[src/rtl/atapio_pkg.sv]
// types, codes and helpers shared by the ata pio sector transfer host
// no dependencies

package atapio_pkg;

  localparam int WORDS_PER_SECTOR = 256;
  localparam int DUMMY_READS      = 4;

  localparam logic [7:0] WORD_LAST   = 8'(WORDS_PER_SECTOR - 1);
  localparam logic [2:0] DUMMY_INIT  = 3'(DUMMY_READS);

  // task file offsets from the command block base
  localparam logic [2:0] OFS_DATA       = 3'd0;
  localparam logic [2:0] OFS_COUNT      = 3'd2;
  localparam logic [2:0] OFS_LBA_LOW    = 3'd3;
  localparam logic [2:0] OFS_LBA_MID    = 3'd4;
  localparam logic [2:0] OFS_LBA_HIGH   = 3'd5;
  localparam logic [2:0] OFS_DRIVE_HEAD = 3'd6;
  localparam logic [2:0] OFS_CMD_STATUS = 3'd7;

  localparam logic [7:0] HEAD_MASTER = 8'hE0;
  localparam logic [7:0] HEAD_SLAVE  = 8'hF0;
  localparam logic [7:0] CMD_READ    = 8'h20;
  localparam logic [7:0] CMD_WRITE   = 8'h30;

  // status bit positions
  localparam int ST_BSY  = 7;
  localparam int ST_DRDY = 6;
  localparam int ST_DRQ  = 3;
  localparam int ST_ERR  = 0;

  // configuration register word addresses
  localparam logic REG_DRIVE_SELECT = 1'b0;

  typedef enum logic [1:0] {
    OP_START_READ  = 2'd0,
    OP_START_WRITE = 2'd1,
    OP_BUS_RETURN  = 2'd2,
    OP_HOST_WORD   = 2'd3
  } op_t;

  typedef enum logic [2:0] {
    ACT_RD_BYTE   = 3'd0,
    ACT_WR_BYTE   = 3'd1,
    ACT_RD_WORD   = 3'd2,
    ACT_WR_WORD   = 3'd3,
    ACT_HOST_OUT  = 3'd4,
    ACT_HOST_WANT = 3'd5,
    ACT_DONE      = 3'd6
  } action_t;

  typedef enum logic [3:0] {
    PH_IDLE  = 4'd0,
    PH_AVAIL = 4'd1,
    PH_DUMMY = 4'd2,
    PH_BUSY  = 4'd3,
    PH_RDATA = 4'd4,
    PH_WDATA = 4'd5
  } phase_t;

  typedef enum logic [1:0] {
    BK_ONE = 2'd0,
    BK_TWO = 2'd1,
    BK_CMD = 2'd2
  } burst_kind_t;

  typedef struct packed {
    action_t     action;
    logic [2:0]  port_offset;
    logic [15:0] write_value;
    logic [15:0] host_word;
    logic [15:0] word_position;
    logic        success;
  } result_t;

  // results caused by one accepted item
  typedef struct packed {
    logic        emit;
    burst_kind_t kind;
    result_t     r0;
    result_t     r1;
    logic [7:0]  head;
    logic [23:0] lba_low;
    logic [7:0]  count;
    logic [7:0]  command;
  } burst_t;

  function automatic result_t mk_result(action_t a, logic [2:0] off, logic [15:0] wv,
                                        logic [15:0] hw, logic [15:0] pos, logic ok);
    result_t r;
    r.action        = a;
    r.port_offset   = off;
    r.write_value   = wv;
    r.host_word     = hw;
    r.word_position = pos;
    r.success       = ok;
    return r;
  endfunction

  function automatic result_t status_read();
    return mk_result(ACT_RD_BYTE, OFS_CMD_STATUS, 16'h0000, 16'h0000, 16'h0000, 1'b0);
  endfunction

endpackage

[src/rtl/atapio_seq.sv]
// transfer sequencer: phase and counters, decodes each accepted item into a burst
// depends on atapio_pkg

module atapio_seq import atapio_pkg::*; (
  input  logic        clk,
  input  logic        rst,
  input  logic        in_fire,
  input  logic [1:0]  operation,
  input  logic [27:0] lba,
  input  logic [7:0]  sector_count,
  input  logic [15:0] bus_data,
  input  logic        drive_select,
  output burst_t      burst,
  output phase_t      phase
);

  phase_t      phase_next;
  logic        writing_mode, writing_mode_next;
  logic [27:0] block_address, block_address_next;
  logic [7:0]  sectors_total, sectors_total_next;
  logic [7:0]  sectors_done, sectors_done_next;
  logic [7:0]  words_done, words_done_next;
  logic [2:0]  dummy_reads_left, dummy_reads_left_next;
  logic        final_poll, final_poll_next;

  logic [7:0]  st;
  logic        wrap;
  logic [7:0]  sectors_inc;
  logic [7:0]  words_inc;
  phase_t      poll_phase;
  phase_t      after_phase;
  result_t     after_res;
  result_t     data_res;
  op_t         op;

  always_ff @(posedge clk) begin
    if (rst) begin
      phase            <= PH_IDLE;
      writing_mode     <= 1'b0;
      block_address    <= '0;
      sectors_total    <= '0;
      sectors_done     <= '0;
      words_done       <= '0;
      dummy_reads_left <= '0;
      final_poll       <= 1'b0;
    end else if (in_fire) begin
      phase            <= phase_next;
      writing_mode     <= writing_mode_next;
      block_address    <= block_address_next;
      sectors_total    <= sectors_total_next;
      sectors_done     <= sectors_done_next;
      words_done       <= words_done_next;
      dummy_reads_left <= dummy_reads_left_next;
      final_poll       <= final_poll_next;
    end
  end

  assign op          = op_t'(operation);
  assign st          = bus_data[7:0];
  assign wrap        = (words_done == WORD_LAST);
  assign sectors_inc = sectors_done + 8'd1;
  assign words_inc   = words_done + 8'd1;
  assign poll_phase  = (DUMMY_INIT != 3'd0) ? PH_DUMMY : PH_BUSY;

  // first transfer step of a sector, issued once the status poll shows data ready
  assign data_res = writing_mode
      ? mk_result(ACT_HOST_WANT, OFS_DATA, 16'h0000, 16'h0000,
                  {sectors_done, words_done}, 1'b0)
      : mk_result(ACT_RD_WORD, OFS_DATA, 16'h0000, 16'h0000, 16'h0000, 1'b0);

  always_comb begin
    if (wrap) begin
      after_res   = status_read();
      after_phase = poll_phase;
    end else if (writing_mode) begin
      after_res   = mk_result(ACT_HOST_WANT, OFS_DATA, 16'h0000, 16'h0000,
                              {sectors_done, words_inc}, 1'b0);
      after_phase = PH_WDATA;
    end else begin
      after_res   = mk_result(ACT_RD_WORD, OFS_DATA, 16'h0000, 16'h0000, 16'h0000, 1'b0);
      after_phase = PH_RDATA;
    end
  end

  always_comb begin
    phase_next            = phase;
    writing_mode_next     = writing_mode;
    block_address_next    = block_address;
    sectors_total_next    = sectors_total;
    sectors_done_next     = sectors_done;
    words_done_next       = words_done;
    dummy_reads_left_next = dummy_reads_left;
    final_poll_next       = final_poll;

    burst         = '0;
    burst.kind    = BK_ONE;
    burst.r0      = status_read();
    burst.r1      = status_read();
    burst.head    = {drive_select ? HEAD_SLAVE[7:4] : HEAD_MASTER[7:4],
                     block_address[27:24]};
    burst.lba_low = block_address[23:0];
    burst.count   = sectors_total;
    burst.command = writing_mode ? CMD_WRITE : CMD_READ;

    unique case (op)
      OP_START_READ, OP_START_WRITE: begin
        if (phase == PH_IDLE) begin
          writing_mode_next     = operation[0];
          block_address_next    = lba;
          sectors_total_next    = sector_count;
          sectors_done_next     = '0;
          words_done_next       = '0;
          final_poll_next       = 1'b0;
          dummy_reads_left_next = '0;
          phase_next            = PH_AVAIL;
          burst.emit            = 1'b1;
        end
      end
      OP_BUS_RETURN: begin
        unique case (phase)
          PH_AVAIL: begin
            burst.emit = 1'b1;
            if (!st[ST_BSY] && st[ST_DRDY]) begin
              burst.kind            = BK_CMD;
              final_poll_next       = (sectors_total == 8'd0);
              dummy_reads_left_next = DUMMY_INIT;
              phase_next            = poll_phase;
            end
          end
          PH_DUMMY: begin
            burst.emit            = 1'b1;
            dummy_reads_left_next = dummy_reads_left - 3'd1;
            if (dummy_reads_left == 3'd1) begin
              phase_next = PH_BUSY;
            end
          end
          PH_BUSY: begin
            burst.emit = 1'b1;
            if (st[ST_BSY]) begin
              burst.r0 = status_read();
            end else if (st[ST_ERR] || (!final_poll && !st[ST_DRQ])) begin
              burst.r0        = mk_result(ACT_DONE, OFS_DATA, 16'h0000, 16'h0000,
                                          16'h0000, 1'b0);
              phase_next      = PH_IDLE;
              final_poll_next = 1'b0;
            end else if (final_poll) begin
              burst.r0        = mk_result(ACT_DONE, OFS_DATA, 16'h0000, 16'h0000,
                                          16'h0000, 1'b1);
              phase_next      = PH_IDLE;
              final_poll_next = 1'b0;
            end else begin
              burst.r0   = data_res;
              phase_next = writing_mode ? PH_WDATA : PH_RDATA;
            end
          end
          PH_RDATA: begin
            burst.emit = 1'b1;
            burst.kind = BK_TWO;
            burst.r0   = mk_result(ACT_HOST_OUT, OFS_DATA, 16'h0000, bus_data,
                                   {sectors_done, words_done}, 1'b0);
            burst.r1   = after_res;
            phase_next = after_phase;
          end
          default: begin
          end
        endcase
        if (phase == PH_RDATA) begin
          if (wrap) begin
            words_done_next       = '0;
            sectors_done_next     = sectors_inc;
            final_poll_next       = (sectors_inc == sectors_total);
            dummy_reads_left_next = DUMMY_INIT;
          end else begin
            words_done_next = words_inc;
          end
        end
      end
      OP_HOST_WORD: begin
        if (phase == PH_WDATA) begin
          burst.emit = 1'b1;
          burst.kind = BK_TWO;
          burst.r0   = mk_result(ACT_WR_WORD, OFS_DATA, bus_data, 16'h0000,
                                 {sectors_done, words_done}, 1'b0);
          burst.r1   = after_res;
          phase_next = after_phase;
          if (wrap) begin
            words_done_next       = '0;
            sectors_done_next     = sectors_inc;
            final_poll_next       = (sectors_inc == sectors_total);
            dummy_reads_left_next = DUMMY_INIT;
          end else begin
            words_done_next = words_inc;
          end
        end
      end
      default: begin
      end
    endcase
  end

endmodule

[src/rtl/atapio_out.sv]
// result register: holds one item's burst and hands its results out one word at a time
// depends on atapio_pkg

module atapio_out import atapio_pkg::*; (
  input  logic    clk,
  input  logic    rst,
  input  logic    in_fire,
  input  burst_t  burst,
  input  logic    out_stall,
  output logic    out_valid,
  output logic    out_last,
  output logic    load_ok,
  output result_t res
);

  logic        busy;
  burst_kind_t kind;
  logic [2:0]  idx;
  result_t     r0;
  result_t     r1;
  logic [7:0]  head;
  logic [23:0] lba_low;
  logic [7:0]  count;
  logic [7:0]  command;
  logic        out_fire;
  result_t     cmd_res;

  assign out_valid = busy;
  assign out_fire  = busy && !out_stall;

  always_comb begin
    case (kind)
      BK_ONE:  out_last = 1'b1;
      BK_TWO:  out_last = (idx == 3'd1);
      BK_CMD:  out_last = (idx == 3'd6);
      default: out_last = 1'b1;
    endcase
  end

  // input side may load once the last word of the held burst leaves
  assign load_ok = !busy || (out_fire && out_last);

  always_ff @(posedge clk) begin
    if (rst) begin
      busy <= 1'b0;
      idx  <= '0;
    end else if (in_fire && burst.emit) begin
      busy <= 1'b1;
      idx  <= '0;
    end else if (out_fire) begin
      busy <= !out_last;
      idx  <= idx + 3'd1;
    end
  end

  always_ff @(posedge clk) begin
    if (in_fire && burst.emit) begin
      kind    <= burst.kind;
      r0      <= burst.r0;
      r1      <= burst.r1;
      head    <= burst.head;
      lba_low <= burst.lba_low;
      count   <= burst.count;
      command <= burst.command;
    end
  end

  always_comb begin
    unique case (idx)
      3'd0: cmd_res = mk_result(ACT_WR_BYTE, OFS_DRIVE_HEAD, {8'h00, head},
                                16'h0000, 16'h0000, 1'b0);
      3'd1: cmd_res = mk_result(ACT_WR_BYTE, OFS_LBA_HIGH, {8'h00, lba_low[23:16]},
                                16'h0000, 16'h0000, 1'b0);
      3'd2: cmd_res = mk_result(ACT_WR_BYTE, OFS_LBA_MID, {8'h00, lba_low[15:8]},
                                16'h0000, 16'h0000, 1'b0);
      3'd3: cmd_res = mk_result(ACT_WR_BYTE, OFS_LBA_LOW, {8'h00, lba_low[7:0]},
                                16'h0000, 16'h0000, 1'b0);
      3'd4: cmd_res = mk_result(ACT_WR_BYTE, OFS_COUNT, {8'h00, count},
                                16'h0000, 16'h0000, 1'b0);
      3'd5: cmd_res = mk_result(ACT_WR_BYTE, OFS_CMD_STATUS, {8'h00, command},
                                16'h0000, 16'h0000, 1'b0);
      default: cmd_res = status_read();
    endcase
  end

  always_comb begin
    case (kind)
      BK_CMD:  res = cmd_res;
      BK_TWO:  res = (idx == 3'd0) ? r0 : r1;
      default: res = r0;
    endcase
  end

endmodule

[src/rtl/ata_pio_sector_transfer_host.sv]
// Host-side ATA PIO LBA28 sector transfer sequencer. Each accepted item (start,
// bus read return, host word) is decoded in the cycle it is accepted and its
// results, one to seven, are held in an output register and handed out one per
// cycle while out_stall is low, so items that cause at most one result can be
// accepted every cycle; an item that causes several results holds the input
// side while the output register drains them (seven for the command issue, two
// for each data word). Items that do not fit the current phase are taken and
// dropped. drive_select sits at word address 0 of the register port.
// depends on atapio_pkg, atapio_seq, atapio_out

module ata_pio_sector_transfer_host import atapio_pkg::*; (
  input  logic        clk,
  input  logic        rst,
  // register port
  input  logic        psel,
  input  logic        penable,
  input  logic        pwrite,
  input  logic [2:0]  paddr,
  input  logic [31:0] pwdata,
  output logic [31:0] prdata,
  output logic        pready,
  // item input
  input  logic        in_valid,
  output logic        in_stall,
  input  logic [1:0]  operation,
  input  logic [27:0] lba,
  input  logic [7:0]  sector_count,
  input  logic [15:0] bus_data,
  // result output
  output logic        out_valid,
  input  logic        out_stall,
  output logic [2:0]  action,
  output logic [2:0]  port_offset,
  output logic [15:0] write_value,
  output logic [15:0] host_word,
  output logic [15:0] word_position,
  output logic        success,
  output logic        last
);

  logic    drive_select;
  logic    in_fire;
  logic    load_ok;
  burst_t  burst;
  phase_t  phase;
  result_t res;

  assign pready = 1'b1;

  always_ff @(posedge clk) begin
    if (rst) begin
      drive_select <= 1'b0;
    end else if (psel && penable && pwrite && (paddr[2] == REG_DRIVE_SELECT)) begin
      drive_select <= pwdata[0];
    end
  end

  assign prdata = (paddr[2] == REG_DRIVE_SELECT) ? {31'd0, drive_select} : 32'd0;

  assign in_stall = !load_ok;
  assign in_fire  = in_valid && load_ok;

  atapio_seq u_seq (
    .clk          (clk),
    .rst          (rst),
    .in_fire      (in_fire),
    .operation    (operation),
    .lba          (lba),
    .sector_count (sector_count),
    .bus_data     (bus_data),
    .drive_select (drive_select),
    .burst        (burst),
    .phase        (phase)
  );

  atapio_out u_out (
    .clk       (clk),
    .rst       (rst),
    .in_fire   (in_fire),
    .burst     (burst),
    .out_stall (out_stall),
    .out_valid (out_valid),
    .out_last  (last),
    .load_ok   (load_ok),
    .res       (res)
  );

  assign action        = res.action;
  assign port_offset   = res.port_offset;
  assign write_value   = res.write_value;
  assign host_word     = res.host_word;
  assign word_position = res.word_position;
  assign success       = res.success;

`ifndef NO_ASSERTIONS
  // a burst never ends early
  a_burst_continues: assert property (@(posedge clk) disable iff (rst)
    out_valid && !out_stall && !last |=> out_valid)
    else $error("burst ended before its last word");

  // success only rides on a finished word
  a_success_done: assert property (@(posedge clk) disable iff (rst)
    out_valid && success |-> action == ACT_DONE && last)
    else $error("success outside finished");

  // a finished word always returns the sequencer to idle
  a_done_idle: assert property (@(posedge clk) disable iff (rst)
    out_valid && action == ACT_DONE |-> phase == PH_IDLE)
    else $error("finished while transfer still active");

  // buffer positions only on data movement
  a_position_scope: assert property (@(posedge clk) disable iff (rst)
    out_valid && word_position != 16'd0 |->
      action == ACT_WR_WORD || action == ACT_HOST_OUT || action == ACT_HOST_WANT)
    else $error("word position on a non-data word");
`endif

endmodule
[config.mk]
export PLATFORM = sky130hd
export DESIGN_NAME = ata_pio_sector_transfer_host
export DESIGN_NICKNAME = d
export VERILOG_FILES = /design/src/rtl/atapio_pkg.sv /design/src/rtl/atapio_seq.sv /design/src/rtl/atapio_out.sv /design/src/rtl/ata_pio_sector_transfer_host.sv
export SDC_FILE = /design/constraint.sdc
export NUM_CORES = 1
export LEC_CHECK = 0
export BUFFER_PORTS_ARGS = -buffer_cell sky130_fd_sc_hd__buf_2
export CAP_MARGIN = 25
export CELL_PAD_IN_SITES_DETAIL_PLACEMENT = 0
export CELL_PAD_IN_SITES_GLOBAL_PLACEMENT = 1
export CORE_MARGIN = 4
export CORE_UTILIZATION = 36
export DETAILED_ROUTE_END_ITERATION = 8
export PLACE_DENSITY = 0.8
export SYNTH_ARGS = -nofsm -noshare
export SYNTH_HDL_FRONTEND = slang
export SYNTH_SLANG_ARGS = --single-unit
[constraint.sdc]
create_clock -name clk -period 5.1 [get_ports clk]
set_input_delay 1.02 -clock clk [delete_from_list [all_inputs] [get_ports clk]]
set_output_delay 1.02 -clock clk [all_outputs]
set_load 0.1 [all_outputs]
==> impl_metrics.yaml, run 1 <==
synthesis:
  synth_area_um2: 8361
  synth_area_leaders: "edfxtp_1 40%, dfxtp_1 16%, and2_1 6.4%, nand2_1 6.1%, a21oi_1 4.7%"
  dominantRegCellSynth: "edfxtp_1"
  avgSynthCellArea_um2: 10.28
  synthCells: 813
  synth_xor_area_share_pct: 2.095
  synth_seq_cells: 177
  synth_fa_ha_area_share_pct: 1.646
  synth_top_area_share_pct: 40.23
  synth_enable_flop_cells: 112
  yosysWarnings: 0
  synth_top_cell_by_area: "edfxtp_1"
  ys_seq_area_share_pct: 55.79
  synth_compound_area_share_pct: 13.38
  synthSimpleGateAreaFrac_pct: 20.62
  synth_top_family_by_area: "simple AND/OR/NAND/NOR gates"
  synth.area.mux_share_pct: 0.4789
  synth_cell_types: 74
  synthArstFlopShare_pct: 0
timing:
  hold_viol: 0
  finalSetupViolCount: 0
  max_freq_mhz: 230.4
  maxSlewHeadroom_pct: 51.45
  drv_slew: 0
  finalSetupTns_ps: 0
  finalCriticalPeriod_ps: 4340
  fin_crit_sh_pct: 85.10
  rsz0062_at_grt: "no"
  clock_skew_ps: 13.92
  tightest_slew_ps: 728.2
pwr:
  switching_share_pct: 34.45
  power_frac_comb_pct: 19.5
  pwr-share-seq_pct: 43.8
  ir_worst_vdd_uv: 218.4
  power_density_nw_per_um2: 384.1
  leakage_nw: 3.715
  p_clk_share_pct: 36.7
  p_int_w: 0.002457
  switchingPower_w: 0.001292
critical_path:
  cp_max_fo: 17
  cp_slowest_stage_delay_ps: 650
  worstSetupStartpointType: "register"
  required_ps: 4080
  cp-end-kind: "output port"
  crit_chain: "inv_1 -> ha_1 -> nor4_1 -> nor2_1 -> a311o_1 -> buf_2"
  cp.arrival_ps: 3320
  worst-setup-path-type: "register to output port"
  slowest_stage: "dfxtp_1"
floorplanning:
  fp.coreArea_um2: 22710
  initial_core_util_pct: 36.82
  rows: 55
  die_h_um: 160.4
  die_x_um: 160.4
  die_area_um2: 25730
  io_pins: 187
drt:
  drc_errors: 0
  antenna_left: 0
  routed_wl_um: 19540
  vias: 6109
  drt_first_pass_iters: 6
  viasPerCell: 5.028
  routedWlPerCell_um: 16.08
  drt-initial-drc-count: 390
cts:
  clock_latency_ps: 440
  ctsResizeCount: 0
  htreeDepth: 4
  post-cts-setup-buffers: 0
  cts-root-buf: "clkbuf_16"
  cts_buffer_depth: 2
  cts_inserted_buffers: 17
  cts_hold_buf: 0
  cts_tree: "done"
  clk_pin_slew_ps: 80
  cts_sinks: 177
min_path:
  hold_class: "register to register"
global_routing:
  grt_max_degree: 59
  grtUsageTotal_pct: 14.97
  grt_pass1_wl_um: 31060
  gr-total-overflow: 0
  antenna_found_initial: 0
  grt_pass1_vias: 5750
cells_and_area:
  antennaDiodeCount: 0
  fin_util_pct: 42.97
  multiInputGateArea_um2: 3323
  design_area_um2: 9758
  seq_area_um2: 4664
  synthToLayoutAreaGrowth_pct: 16.72
  nNetsFinal: 1024
  drive_gt1_share_pct: 19.78
  n_fill_cell: 2148
placement:
  dp_hpwl_um: 13840
  place_area_um2: 9107
  gp_congestion: 0.8450
  port-buffer-count: 121
flow_run:
  cap_violations: 0
status:
  outcome: "finished clean"
==> cells in the final DEF (no fill, tap or decap), types with 26 or more instances in the layout <==
master    instances
conb_1           32
edfxtp_1        112
dfxtp_1          65
a21oi_1          79
buf_2           121
o21ai_0          26
nor2_1           33
nand2_1         135
and2_1           85
==> power groups by stage <==
stage / clock [W] / combinational [W] / sequential, W
finish: 0.00138 / 0.000730 / 0.00164
global route: 0.00147 / 0.000770 / 0.00165
CTS: 0.00140 / 0.000736 / 0.00164
detailed placement: 0 / 0.000735 / 0.00168
global placement: 0 / 0.000731 / 0.00167
floorplan: 0 / 0.000620 / 0.00167
==> per-stage QoR <==
step | worst slack (ps) | std cells | hold WS [ps] | total power (W)
after detailed placement | 1265 | 1183 | 416.3 | 0.002411
after global placement | 1308 | 1183 | 410.7 | 0.002405
final | 759.8 | 1215 | 433.2 | 0.003748
after global routing | 433.7 | 1215 | 449.6 | 0.003887
after floorplan | 474.6 | 843 | 408.1 | 0.002289
after CTS | 790.6 | 1215 | 435.7 | 0.003783
==> cells in the mapped netlist (all sizes together), types with 5 or more instances <==
cell	count
nand3	17
and2	85
ha	11
a22o	8
nand3b	6
clkbuf	30
xor2	6
a311oi	5
edfxtp	112
a222oi	6
a22oi	8
nor3	6
nor2b	5
dfxtp	65
nand2b	8
nor3b	6
nor4	5
and3	6
nor2	34
a21oi	79
or3	5
xnor2	14
nand2	136
inv	18
o21ai	28
buf	46
==> final cells by class <==
cell class                      instances  area share [%]
Tap cell                              285           3.654
Clock inverter                         15           2.308
Timing Repair Buffer                  131           7.103
Inverter                               18          0.7180
Sequential cell                       177           47.80
Multi-Input combinational cell        572           34.06
Clock buffer                           17           4.360
==> flip-flops by register name, summed over array words and instances (netlist names) <==
| register | cells |
|---|---|
| u_seq.sectors_done | 8 |
| u_seq.writing_mode | 1 |
| u_out.head | 5 |
| u_out.r0 | 53 |
| u_out.idx | 3 |
| u_out.r1 | 19 |
| u_out.count | 8 |
| u_seq.dummy_reads_left | 3 |
| u_out.lba_low | 24 |
| u_out.kind | 2 |
| u_seq.phase | 3 |
| u_seq.block_address | 28 |
| u_seq.final_poll | 1 |
| u_seq.sectors_total | 8 |
| u_seq.words_done | 8 |
| u_out.command | 1 |
| u_out.out_valid | 1 |
| drive_select | 1 |
==> layer usage <==
layer,wire [µm],global-route usage (%),vias up,part of all wire [%]
met3,1099,3.208,26,5.6
met5,0,0,-,0
li1,-,-,3020,-
met4,299,4.302,0,1.5
met2,9301,24.19,183,48
met1,8841,20.37,2880,45
==> path summary, 6_finish.rpt <==
check	cells past startpoint	from	end	slack, ps
worst max-delay path	6	u_out.idx[2]	action[0]	760
worst min-delay path	0	u_seq.block_address[3]	u_out.lba_low[3]	430
worst max register to register	7	u_out.idx[0]	u_out.r0[48]	1870
worst min register to register	0	u_seq.block_address[3]	u_out.lba_low[3]	430
==> critical path: cells and delay by family (launching register included) <==
| family | cells | cell delay, ps |
|---|---|---|
| AO/OA/AOI/OAI | 1 | 400 |
| buffers and inverters | 2 | 520 |
| adder cells (fa/ha/maj) | 1 | 370 |
| flip-flops | 1 | 650 |
| AND/OR/NAND/NOR | 2 | 930 |
==> cell families (layout without fill, tap and decap cells) <==
kind of cell | after synthesis | count (layout)
AOI/OAI and AO/OA | 171 | 171
xor gates and xnor gates | 20 | 20
adders and majority gates | 11 | 11
buffers and inverters | 94 | 181
DFF | 177 | 177
muxes | 4 | 4
other | 2 | 32
and+or+nand+nor | 334 | 334
Power figures use the tool's default switching activity.
==> inputs of run 2 (changes only) <==
--- a/config.mk
+++ b/config.mk
@@ -5,6 +5,7 @@
 export SDC_FILE = /design/constraint.sdc
 export NUM_CORES = 1
 export LEC_CHECK = 0
+export ABC_AREA = 1
 export BUFFER_PORTS_ARGS = -buffer_cell sky130_fd_sc_hd__buf_2
 export CAP_MARGIN = 25
 export CELL_PAD_IN_SITES_DETAIL_PLACEMENT = 0
@@ -12,7 +13,7 @@
 export CORE_MARGIN = 4
 export CORE_UTILIZATION = 36
 export DETAILED_ROUTE_END_ITERATION = 8
-export PLACE_DENSITY = 0.8
+export PLACE_DENSITY = 0.82
 export SYNTH_ARGS = -nofsm -noshare
 export SYNTH_HDL_FRONTEND = slang
 export SYNTH_SLANG_ARGS = --single-unit
==> impl_metrics.yaml, run 2 <==
drt:
  antenna_left: 0
  routed_wl_um: 19900
  viasPerCell: 4.638
  drc_errors: 0
  routedWlPerCell_um: 14.01
  drt-initial-drc-count: 548
  drt_first_pass_iters: 5
  vias: 6586
cts:
  clock_latency_ps: 440
  post-cts-setup-buffers: 0
  htreeDepth: 4
  ctsResizeCount: 0
  cts_hold_buf: 0
  cts_inserted_buffers: 17
  cts_tree: "done"
  clk_pin_slew_ps: 80
  cts_buffer_depth: 2
  cts-root-buf: "clkbuf_16"
  cts_sinks: 177
synthesis:
  synth_seq_cells: 177
  synthArstFlopShare_pct: 0
  synth_enable_flop_cells: 112
  synth_area_um2: 8617
  synth_top_area_share_pct: 39.03
  synth_cell_types: 42
  ys_seq_area_share_pct: 54.13
  dominantRegCellSynth: "edfxtp_1"
  yosysWarnings: 0
  synth_top_cell_by_area: "edfxtp_1"
  yosys-top-cells-count: "181 x nor2_1, 156 x nand2_1, 112 x edfxtp_1"
  synth_most_common_cell: "nor2_1"
  synthCells: 979
  synth_area_leaders: "edfxtp_1 39%, dfxtp_1 15%, nor2_1 7.9%, nand2_1 6.8%, inv_1 4.6%"
  avgSynthCellArea_um2: 8.802
critical_path:
  cp_max_fo: 25
  slowest_stage: "nor2_1"
  reg2reg_depth: 13
  cp.arrival_ps: 3070
  worst-setup-path-type: "register to output port"
  crit_top_cell: "nor2_1"
  crit_family: "buffers and inverters"
  crit_chain: "inv_1 -> ha_1 -> nand2_2 -> inv_2 -> nor2_1 -> nor2_1 -> inv_2 -> nor2_1 -> buf_2"
  required_ps: 4080
  cp-end-kind: "output port"
  cp_slowest_stage_delay_ps: 530
  cp_num_cells: 9
  critPathBufInv: 4
  worstSetupStartpointType: "register"
cells_and_area:
  design_area_um2: 9942
  largest_reg_flops: 53
  top_regs: "u_out.r0 (53), u_seq.block_address (28), u_out.lba_low (24)"
  synthToLayoutAreaGrowth_pct: 15.38
  final_common_cell: "nor2_1"
  layout_common_cells: "180 x nor2_1, 156 x nand2_1, 121 x buf_2"
  top_register: "u_out.r0"
  stdcell_count: 1420
  nNetsFinal: 1194
  drive_gt1_share_pct: 20.00
placement:
  post-place-ws_ps: 1486
  place_area_um2: 9313
  dp_hpwl_um: 13970
  gp_congestion: 0.8527
  port-buffer-count: 121
  dp.cells: 1387
pwr:
  switchingPower_w: 0.001727
  power_w: 0.004257
  power_density_nw_per_um2: 428.2
  p_clk_share_pct: 31.7
  switching_share_pct: 40.57
  pwr-share-seq_pct: 40.5
  ir_worst_vdd_uv: 242.7
  p_int_w: 0.002530
  leakage_nw: 4.188
  power_frac_comb_pct: 27.8
timing:
  tightest_slew_ps: 924.0
  maxSlewHeadroom_pct: 38.40
  finalCriticalPeriod_ps: 4090
  max_freq_mhz: 244.5
  drv_slew: 0
  finalSetupViolCount: 0
  clock_skew_ps: 17.43
  setup_ws_ps: 1010
  rsz0062_at_grt: "no"
  hold_viol: 0
  finalSetupTns_ps: 0
  fin_crit_sh_pct: 80.20
global_routing:
  grt_pass1_wl_um: 31510
  grt_pass1_vias: 6237
  antenna_found_initial: 1
  grt_max_degree: 47
  gr-total-overflow: 0
  grtUsageTotal_pct: 14.96
min_path:
  min_path_cells: 0
  hold_class: "register to register"
flow_run:
  cap_violations: 0
floorplanning:
  fp.coreArea_um2: 23540
  die_x_um: 162.7
  rows: 56
  io_pins: 187
  die_h_um: 162.7
  die_area_um2: 26480
  initial_core_util_pct: 36.60
status:
  outcome: "finished clean"
## run 2: cell count changes after synthesis, sizes merged, moves of 8 or more
cell	change
inv	+101
nand2b	-8
buf	+8
nand2	+31
xnor2	-12
nor3	+13
a21oi	-26
clkbuf	-17
and2	-85
nor2	+154
nand3	+66
a22oi	-8
o21ai	+33
## run 2: metrics by stage
stage | hold WS (ps) | util, %
3_3_place_gp | 413.3 | 39.56
5_1_grt | 444.3 | 42.23
3_5_place_dp | 413.6 | 39.56
2_1_floorplan | 408.2 | -
4_1_cts | 436.7 | 42.22
6_report | 432.0 | 42.23
## run 2: worst register-to-register path, delay by kind of cell (launching register included)
kind / cells / cell delay (ps)
AND/OR/NAND/NOR: 7 / 750
adder cells (fa/ha/maj): 1 / 250
buffers and inverters: 5 / 1190
flip-flops: 1 / 360
## run 2: power groups by stage
| stage | logic (W) | clock network, W | registers, W |
|---|---|---|---|
| after floorplan | 0.00102 | 0 | 0.00175 |
| after global placement | 0.00118 | 0 | 0.00175 |
| after detailed placement | 0.00119 | 0 | 0.00176 |
| after CTS | 0.00119 | 0.00137 | 0.00172 |
| after global routing | 0.00126 | 0.00143 | 0.00174 |
| final | 0.00118 | 0.00135 | 0.00172 |
## run 2: path summary, 6_finish.rpt
path	from	end	slack (ps)
hold / removal	u_seq.block_address[11]	u_out.lba_low[11]	430
hold reg to reg	u_seq.block_address[11]	u_out.lba_low[11]	430
setup reg to reg	u_out.idx[1]	u_out.lba_low[6]	2210
setup / recovery	u_out.idx[0]	host_word[14]	1010
## run 2: layout make-up
| cell class | instances | area, µm² |
|---|---|---|
| fill | 2353 | 13600 |
| sequential | 177 | 4664 |
| multi-input combinational | 645 | 3151 |
| timing repair buffer | 126 | 643.1 |
| inverter | 120 | 455.4 |
| clock buffer | 17 | 425.4 |
| tap | 319 | 399.1 |
| clock inverter | 15 | 201.4 |
| antenna | 1 | 2.502 |
## run 2: cells by family (layout without fill, tap and decap cells)
group | after synthesis | after routing | share of synthesized area, %
other cells | 2 | 33 | 0.08715
compound gates | 131 | 131 | 8.770
xor+xnor | 8 | 8 | 0.8132
buf+inv | 187 | 278 | 10.70
flops | 177 | 177 | 54.13
fa+ha+maj | 11 | 11 | 1.597
simple gates | 463 | 463 | 23.90
## run 2: metal layers
layer	GRT usage (%)	share of wire (%)	up-vias	routed length (µm)
met5	0	0	-	0
met2	25.72	49	177	9697
met3	2.607	4.5	20	895
met1	19.07	45	3024	8943
met4	5.147	1.8	0	363
li1	-	-	3365	-
==> inputs of run 3 (changes only) <==
--- a/config.mk
+++ b/config.mk
@@ -13,7 +13,7 @@
 export CORE_MARGIN = 4
 export CORE_UTILIZATION = 36
 export DETAILED_ROUTE_END_ITERATION = 8
-export PLACE_DENSITY = 0.82
+export PLACE_DENSITY = 0.85
 export SYNTH_ARGS = -nofsm -noshare
 export SYNTH_HDL_FRONTEND = slang
 export SYNTH_SLANG_ARGS = --single-unit
==> constraint.sdc (replaced) <==
create_clock -name clk -period 3.6 [get_ports clk]
set_input_delay 0.72 -clock clk [delete_from_list [all_inputs] [get_ports clk]]
set_output_delay 0.72 -clock clk [all_outputs]
set_load 0.1 [all_outputs]
==> impl_metrics.yaml, run 3 (same netlist as run 2, synthesis figures left out) <==
global_routing:
  grt_max_degree: 46
  grt_pass1_vias: 6351
  antenna_found_initial: 2
  grt_pass1_wl_um: 32040
  grtUsageTotal_pct: 15.29
  gr-total-overflow: 0
placement:
  place_area_um2: 9409
  gp_congestion: 0.8857
  dp_hpwl_um: 14520
  port-buffer-count: 121
timing:
  finalSetupViolCount: 0
  maxSlewHeadroom_pct: 40.70
  clock_skew_ps: 10.16
  drv_slew: 0
  max_freq_mhz: 289.8
  whs_ps: 431.6
  fin_crit_sh_pct: 95.86
  hold_viol: 0
  finalCriticalPeriod_ps: 3451
  tightest_slew_ps: 889.5
  rsz0062_at_grt: "no"
cells_and_area:
  top_regs: "u_out.r0 (53), u_seq.block_address (28), u_out.lba_low (24)"
  final_common_cell: "nor2_1"
  drive_gt1_share_pct: 20.81
  n_fill_cell: 2346
  seq_area_um2: 4667
  fin_util_pct: 42.66
  top_register: "u_out.r0"
  nNetsFinal: 1199
  design_area_um2: 10040
  layout_common_cells: "180 x nor2_1, 155 x nand2_1, 112 x edfxtp_1"
  largest_reg_flops: 53
  multiInputGateArea_um2: 3168
  synthToLayoutAreaGrowth_pct: 16.55
pwr:
  p_int_w: 0.003641
  p_clk_share_pct: 30.5
  power_frac_comb_pct: 28.9
  switching_share_pct: 39.44
  ir_worst_vdd_uv: 288.5
  pwr-share-seq_pct: 40.6
  switchingPower_w: 0.002371
  power_w: 0.006013
  power_density_nw_per_um2: 598.7
  leakage_nw: 4.198
floorplanning:
  die_x_um: 162.7
  io_pins: 187
  die_area_um2: 26480
  initial_core_util_pct: 36.60
  rows: 56
  fp.coreArea_um2: 23540
  die_h_um: 162.7
critical_path:
  regToRegSetupSlack_ps: 1010
  crit_family: "buffers and inverters"
  critPathBufInv: 4
  slowest_stage: "buf_2"
  cp.arrival_ps: 2730
  worst-setup-path-type: "register to output port"
  cp-end-kind: "output port"
  cp_max_fo: 8
  crit_chain: "inv_1 -> ha_1 -> nand2_2 -> inv_2 -> nor2_1 -> buf_4 -> o21ai_0 -> nor2_1 -> buf_2"
  worstSetupStartpointType: "register"
  cp_slowest_stage_delay_ps: 450
  reg2reg_depth: 13
  required_ps: 2880
  r2r_end: "u_out.r1[11]"
  crit_top_cell: "nor2_1"
  r2r-start: "u_out.idx[1]"
drt:
  routedWlPerCell_um: 14.36
  viasPerCell: 4.707
  drt-initial-drc-count: 466
  antenna_left: 0
  vias: 6708
  routed_wl_um: 20460
  drt_first_pass_iters: 5
  drc_errors: 0
cts:
  clk_pin_slew_ps: 70
  cts-root-buf: "clkbuf_16"
  cts_sinks: 177
  post-cts-setup-buffers: 0
  clock_latency_ps: 440
  cts_buffer_depth: 2
  htreeDepth: 4
  cts_tree: "done"
  cts_inserted_buffers: 17
min_path:
  hold_class: "register to register"
  min_path_cells: 0
  hp-start: "u_seq.block_address[20]"
  hold-path-endpoint: "u_out.lba_low[20]"
flow_run:
  cap_violations: 0
status:
  outcome: "finished clean"
## run 3: cell types whose count changed in the layout (fill, tap and decap cells not counted), moves of 3 or more
cell	before	now
buf_12	0	3
o21ai_1	10	13
inv_6	2	5
inv_12	3	0
o21ai_0	51	48
clkinv_8	6	0
clkbuf_4	0	24
buf_2	121	97
## run 3: how the worst max path moves through the flow
| stage | cells after the start | start | to |
|---|---|---|---|
| 2_1_floorplan | 9 | u_out.idx[0] | write_value[0] |
| 3_3_place_gp | 10 | u_out.idx[0] | host_word[7] |
| 3_5_place_dp | 10 | u_out.idx[0] | host_word[7] |
| 4_1_cts | 10 | u_out.idx[0] | host_word[7] |
| 5_1_grt | 9 | u_out.idx[0] | word_position[14] |
| 6_report | 9 | u_out.idx[0] | word_position[13] |
## run 3: power by group through the flow
stage               sequential, W  clock [W]  combinational (W)
floorplan                 0.00248          0            0.00144
global placement          0.00248          0            0.00171
detailed placement        0.00249          0            0.00173
CTS                       0.00244    0.00186            0.00173
global route              0.00246    0.00194            0.00185
finish                    0.00244    0.00183            0.00174
## run 3: area by class of cell
type | count | area share, %
Tap cell | 319 | 3.974
Antenna cell | 1 | 0.02492
Sequential cell | 177 | 46.47
Inverter | 120 | 4.572
Multi-Input combinational cell | 645 | 31.54
Clock inverter | 14 | 1.395
Clock buffer | 18 | 4.273
Timing Repair Buffer | 131 | 7.749
## run 3: through the flow
stage,cells,worst slack (ps),TNS (ps)
after detailed placement,1392,539.0,0
after floorplan,1009,-500.3,-10310
after global placement,1392,567.7,0
after CTS,1424,54.35,0
after global routing,1425,1.300,0
final,1425,148.9,0
## run 3: metal layers
layer  global-route usage (%)  vias to the layer above  share of wire [%]
li1                         -                     3366                  -
met1                    19.50                     3124                 44
met2                    25.55                      188                 49
met3                    3.467                       28                5.5
met4                    5.528                        2                1.9
met5                        0                        -              0.039
## run 3: worst reg2reg max path, delay by kind of cell, from the launching register on
family | cells | cell delay (ps)
buffers and inverters | 5 | 1110
and+or+nand+nor | 7 | 650
DFF | 1 | 370
adders and majority gates | 1 | 200
## run 3: repair_timing
action,in CTS,in global routing
hold buffers,0,0
setup endpoints to repair,0,31
gates resized for setup,0,26
